--- config.mk ---
export PLATFORM = sky130hd
export DESIGN_NAME = umt_ctrl
export DESIGN_NICKNAME = d
export VERILOG_FILES = /design/src/umt_pkg.sv /design/src/umt_ctrl.sv
export SDC_FILE = /design/constraint.sdc
export NUM_CORES = 1
export LEC_CHECK = 0
export ABC_AREA = 1
export BUFFER_PORTS_ARGS = -buffer_cell sky130_fd_sc_hd__clkbuf_2
export CAP_MARGIN = 15
export CORE_AREA = 2 2 39 41
export CTS_CLUSTER_DIAMETER = 100
export DETAILED_ROUTE_END_ITERATION = 10
export DIE_AREA = 0 0 41 43
export PLACE_DENSITY = 0.58
export RECOVER_POWER = 50
export SLEW_MARGIN = 20
export SYNTH_ARGS = -nofsm -noshare
export SYNTH_HDL_FRONTEND = slang
export SYNTH_SLANG_ARGS = --single-unit
--- constraint.sdc ---
create_clock -name i_clk -period 1.4 [get_ports i_clk]
set_input_delay 0.28 -clock i_clk [delete_from_list [all_inputs] [get_ports i_clk]]
set_output_delay 0.28 -clock i_clk [all_outputs]
set_load 0.02 [all_outputs]
--- src/umt_pkg.sv ---
// Shared types, constants and helpers for the UMP to MIDI 1.0 translator.
// No dependencies; imported by umt_ctrl, umt_dp and the top level.
`default_nettype none

package umt_pkg;

    // Sysex store geometry
    localparam int SYSEX_MAX = 128;
    localparam int NUM_GRP   = 16;
    localparam int LEN_W     = 8;
    localparam int MEM_DEPTH = NUM_GRP * SYSEX_MAX;
    localparam int MEM_AW    = $clog2(MEM_DEPTH);

    // Message classes
    localparam logic [1:0] CLS_VOICE  = 2'd0;
    localparam logic [1:0] CLS_SYSEX  = 2'd1;
    localparam logic [1:0] CLS_SYSTEM = 2'd2;

    // Packet types
    localparam logic [3:0] MT_SYSTEM = 4'h1;
    localparam logic [3:0] MT_M1VOICE = 4'h2;
    localparam logic [3:0] MT_SYSEX7 = 4'h3;
    localparam logic [3:0] MT_M2VOICE = 4'h4;

    // MIDI 2.0 voice opcodes
    localparam logic [3:0] OP_RPN     = 4'h2;
    localparam logic [3:0] OP_NRPN    = 4'h3;
    localparam logic [3:0] OP_NOTEOFF = 4'h8;
    localparam logic [3:0] OP_NOTEON  = 4'h9;
    localparam logic [3:0] OP_POLYAT  = 4'hA;
    localparam logic [3:0] OP_CC      = 4'hB;
    localparam logic [3:0] OP_PROG    = 4'hC;
    localparam logic [3:0] OP_CHANAT  = 4'hD;
    localparam logic [3:0] OP_PBEND   = 4'hE;

    // Sysex packet status codes
    localparam logic [3:0] SX_COMPLETE = 4'h0;
    localparam logic [3:0] SX_START    = 4'h1;
    localparam logic [3:0] SX_CONT     = 4'h2;
    localparam logic [3:0] SX_END      = 4'h3;

    // Status and controller bytes
    localparam logic [7:0] BYTE_SOX      = 8'hF0;
    localparam logic [7:0] BYTE_EOX      = 8'hF7;
    localparam logic [7:0] BYTE_MTC      = 8'hF1;
    localparam logic [7:0] BYTE_SPP      = 8'hF2;
    localparam logic [7:0] BYTE_SONG     = 8'hF3;
    localparam logic [7:0] CC_BANK_MSB   = 8'h00;
    localparam logic [7:0] CC_BANK_LSB   = 8'h20;
    localparam logic [7:0] CC_RPN_MSB    = 8'h65;
    localparam logic [7:0] CC_RPN_LSB    = 8'h64;
    localparam logic [7:0] CC_NRPN_MSB   = 8'h63;
    localparam logic [7:0] CC_NRPN_LSB   = 8'h62;
    localparam logic [7:0] CC_DATA_MSB   = 8'h06;
    localparam logic [7:0] CC_DATA_LSB   = 8'h26;

    // Packet size in words per type
    function automatic logic [2:0] words_for_type(input logic [3:0] mt);
        logic [2:0] w;
        unique case (mt)
            4'h0, 4'h1, 4'h2, 4'h6, 4'h7: w = 3'd1;
            4'h3, 4'h4, 4'h8, 4'h9, 4'hA: w = 3'd2;
            4'hB, 4'hC:                   w = 3'd3;
            default:                      w = 3'd4;
        endcase
        return w;
    endfunction

    typedef enum logic [2:0] {
        ST_IDLE, ST_EVAL, ST_RES, ST_SXWR, ST_SXRD, ST_SXCAP, ST_SXOUT
    } t_state;

    typedef enum logic [1:0] {
        KIND_SKIP, KIND_MSG, KIND_SYSEX
    } t_kind;

    typedef struct packed {
        logic capture;
        logic load_res;
        logic sx_start;
        logic sx_write;
        logic sx_rd;
        logic sx_cap;
        logic sx_load;
        logic sx_close;
    } t_cmd;

    typedef struct packed {
        t_kind kind;
        logic  last_res;
        logic  wr_done;
        logic  sx_ends;
        logic  chunk_end;
        logic  dump_done;
        logic  out_free;
    } t_sts;

endpackage

`default_nettype wire

--- src/umt_ctrl.sv ---
// Sequencing state machine of the translator.
// Depends on umt_pkg; drives datapath commands from its status.
`default_nettype none

module umt_ctrl (
    input  wire logic          i_clk,
    input  wire logic          i_rst_n,
    input  wire logic          i_in_valid,
    output logic               o_in_ready,
    input  umt_pkg::t_sts      i_sts,
    output umt_pkg::t_cmd      o_cmd
);
    import umt_pkg::*;

    t_state r_state, n_state;

    // State register
    always_ff @(posedge i_clk) begin
        if (!i_rst_n) begin
            r_state <= ST_IDLE;
        end else begin
            r_state <= n_state;
        end
    end

    // Next state and commands
    always_comb begin
        n_state    = r_state;
        o_cmd      = '0;
        o_in_ready = 1'b0;
        unique case (r_state)
            ST_IDLE: begin
                o_in_ready = 1'b1;
                if (i_in_valid) begin
                    o_cmd.capture = 1'b1;
                    n_state       = ST_EVAL;
                end
            end
            ST_EVAL: begin
                if (i_sts.kind == KIND_SYSEX) begin
                    o_cmd.sx_start = 1'b1;
                    n_state        = ST_SXWR;
                end else begin
                    n_state = ST_RES;
                end
            end
            ST_RES: begin
                if (i_sts.out_free) begin
                    o_cmd.load_res = 1'b1;
                    if (i_sts.last_res) n_state = ST_IDLE;
                end
            end
            ST_SXWR: begin
                if (i_sts.wr_done) begin
                    n_state = i_sts.sx_ends ? ST_SXRD : ST_IDLE;
                end else begin
                    o_cmd.sx_write = 1'b1;
                end
            end
            ST_SXRD: begin
                o_cmd.sx_rd = 1'b1;
                n_state     = ST_SXCAP;
            end
            ST_SXCAP: begin
                o_cmd.sx_cap = 1'b1;
                n_state      = i_sts.chunk_end ? ST_SXOUT : ST_SXRD;
            end
            ST_SXOUT: begin
                if (i_sts.out_free) begin
                    o_cmd.sx_load = 1'b1;
                    if (i_sts.dump_done) begin
                        o_cmd.sx_close = 1'b1;
                        n_state        = ST_IDLE;
                    end else begin
                        n_state = ST_SXRD;
                    end
                end
            end
            default: n_state = ST_IDLE;
        endcase
    end

endmodule

`default_nettype wire

==> results.sh <==
export IMPL_start_kind="flip-flop"
export IMPL_synthesis_area_um2=287
export IMPL_mostFrequentLayoutCells="12 x clkbuf_2, 6 x nor2_1, 6 x inv_1, 6 x nand2_1, 6 x buf_4"
export IMPL_die_area_mm2=0.00176
export IMPL_grt_pass1_wl_um=1350
export IMPL_layout_nets=84
export IMPL_largest_register_ffs=3
export IMPL_cp_arrival_ns=1.10
export IMPL_wirelength_um=829
export IMPL_period_needed_ns=1.38
export IMPL_tightest_slew_ns=0.147
export IMPL_htreeDepth=1
export IMPL_maxCapViolCount=0
export IMPL_ant_nets=0
export IMPL_cts_clk_slew_worst_paths_ns=0.04
export IMPL_p_comb_share_pct=55.2
export IMPL_wl_met1_um=319
export IMPL_status="complete, no violations"
export IMPL_antenna_found_initial=0
export IMPL_initial_utilization_pct=20.7
export IMPL_synth_cells=48
export IMPL_area_growth_pct=79.9
export IMPL_die_w_um=41
export IMPL_critPathKind="reg2out"
export IMPL_ys_ff_latch=3
export IMPL_grt_max_degree=9
export IMPL_design_area_um2=515
export IMPL_worstHoldPathType="in2reg"
export IMPL_cts_sinks=3
export IMPL_fin_worst_skew_ns=0.00284
export IMPL_top_layer_used="met4"
export IMPL_io_buffers=19
export IMPL_slew_viol_final=0
export IMPL_globalplace_congestion=0.812
export IMPL_setup_tns_ns=0
export IMPL_power_per_cell_area_mw_per_mm2=1620
export IMPL_synth_top_area_share_pct=21.0
export IMPL_yosysTopAreaCell="dfxtp_1"
export IMPL_synth_sequential_area_ratio_pct=21.0
export IMPL_grt_pass1_vias=352
export IMPL_top_register="r_state"
export IMPL_synthesis_nets=59
export IMPL_cts_buffers=3
export IMPL_finalHoldViolCount=0
export IMPL_startpoint="r_state[1]"
export IMPL_num_vias=384
export IMPL_fmax_mhz=722
export IMPL_met2_length_um=450
export IMPL_min_from="i_rst_n"
export IMPL_crit_required_ns=1.12
export IMPL_firstDrtPassIters=4
export IMPL_cts_tree="done"
export IMPL_rsz0062_at_grt="true"
export IMPL_r2r_start="r_state[1]"
export IMPL_clkLatencyLatePin_ns=0.24
export IMPL_cts_root_buf="clkbuf_4"
export IMPL_synthTopCellsByArea="dfxtp_1 21%, nor2_1 12%, nand3_2 10%, inv_1 9.2%, nand2_1 9.2%"
export IMPL_switchingPower_mw=0.404
export IMPL_n_antenna_cell=0
export IMPL_peakVddDrop_mv=0.770
export IMPL_rows=14
export IMPL_coreArea_mm2=0.00138
export IMPL_seqPwrFrac_pct=26.1
export IMPL_dp_hpwl_um=612
export IMPL_cts_buffer_depth=2
export IMPL_fin_crit_sh_pct=98.9
export IMPL_power_leakage_nw=0.253
export IMPL_layout_drive_gt1_share_pct=63.9
export IMPL_via_per_inst=4.36
export IMPL_yosysUniqueCellTypes=16
export IMPL_fp_dieH_um=43
export IMPL_grt_total_usage_pct=11.3
export IMPL_ioPinCount=20
export IMPL_slew_headroom_pct=90.1
export IMPL_drc_errors=0
export IMPL_grt_overflow_total=0
export IMPL_p_int_mw=0.429
export IMPL_p_clk_share_pct=18.7
export IMPL_ctsHoldBuffers=0
export IMPL_switching_share_pct=48.5
export IMPL_setup_violations_final=0
export IMPL_finalPower_mw=0.834
export IMPL_drt_wirelength_per_cell_um=9.42
export IMPL_crit_fanout=8
export IMPL_avgSynthCellArea_um2=5.97
export IMPL_dpl_cell_area_um2=397
export IMPL_yosys_warnings=0
export IMPL_mostFrequentLayoutCell="clkbuf_2"
export IMPL_cp_end_kind="output pin"
export IMPL_drtIter0Drc=5
export IMPL_top_regs="r_state x3"
export IMPL_route_met3_wl_um=53
## final cells by class
| cell class | instances | area [µm²] |
|---|---|---|
| multi-input combinational | 34 | 224 |
| timing repair buffer | 21 | 131 |
| clock buffer | 4 | 26.3 |
| inverter | 10 | 42.5 |
| fill | 162 | 868 |
| tap | 16 | 20.0 |
| sequential | 3 | 71.3 |
## critical path: stages (launching register included)
cell     delay (ns)
dfxtp_4        0.42
inv_4          0.04
nor2_4         0.10
nand2_2        0.06
nor2_1         0.10
buf_4          0.15
## layer usage
layer / GRT usage (%) / up-vias
met5: 0 / -
met4: 10.0 / 0
met3: 3.66 / 2
met2: 15.3 / 17
met1: 13.5 / 165
li1: - / 200
## through the flow
step	hold WS, ns	util [%]	cells	worst slack, ns
2_1_floorplan	0.449	-	48	0.0239
3_3_place_gp	0.558	28.7	82	0.148
3_5_place_dp	0.556	28.7	82	0.0917
4_1_cts	0.316	34.0	87	-0.00713
5_1_grt	0.321	37.3	88	-0.0243
6_report	0.304	37.3	88	0.0155
## cell usage after synthesis (all sizes together)
cell type / number
nand4: 1
o21ai: 2
a21oi: 2
a31oi: 1
nor2: 12
nand2: 7
buf: 1
dfxtp: 3
nand3: 7
nor3: 2
inv: 10
## power by group through the flow
stage | Sequential [mW] | Combinational, mW | Clock (mW)
floorplan | 0.138 | 0.310 | 0
global placement | 0.169 | 0.368 | 0
detailed placement | 0.172 | 0.367 | 0
CTS | 0.198 | 0.408 | 0.154
global route | 0.223 | 0.504 | 0.163
finish | 0.218 | 0.461 | 0.156
## cell families (layout without fill, tap and decap cells)
logic type             after synthesis  count (layout)  share of synthesized area (%)
AO/OA/AOI/OAI                        5               5                           11.8
AND/OR/NAND/NOR                     29              29                           52.4
flip-flops                           3               3                           21.0
buffers and inverters               11              35                           14.8
## final timing paths
check                                   to  slack, ns  cells after the start
worst max register to register  r_state[0]       0.29                      8
worst max-delay path              o_cmd[1]       0.02                      5
worst min-delay path            r_state[2]       0.30                      3
worst min register to register  r_state[2]       0.57                      2
## what timing repair did
item / 4_1_cts / 5_1_grt
setup endpoints to repair: 9 / 9
pin swaps: 1 / 0
gates resized for setup: 14 / 16
setup buffers: 1 / 1
Power figures use the tool's default switching activity.
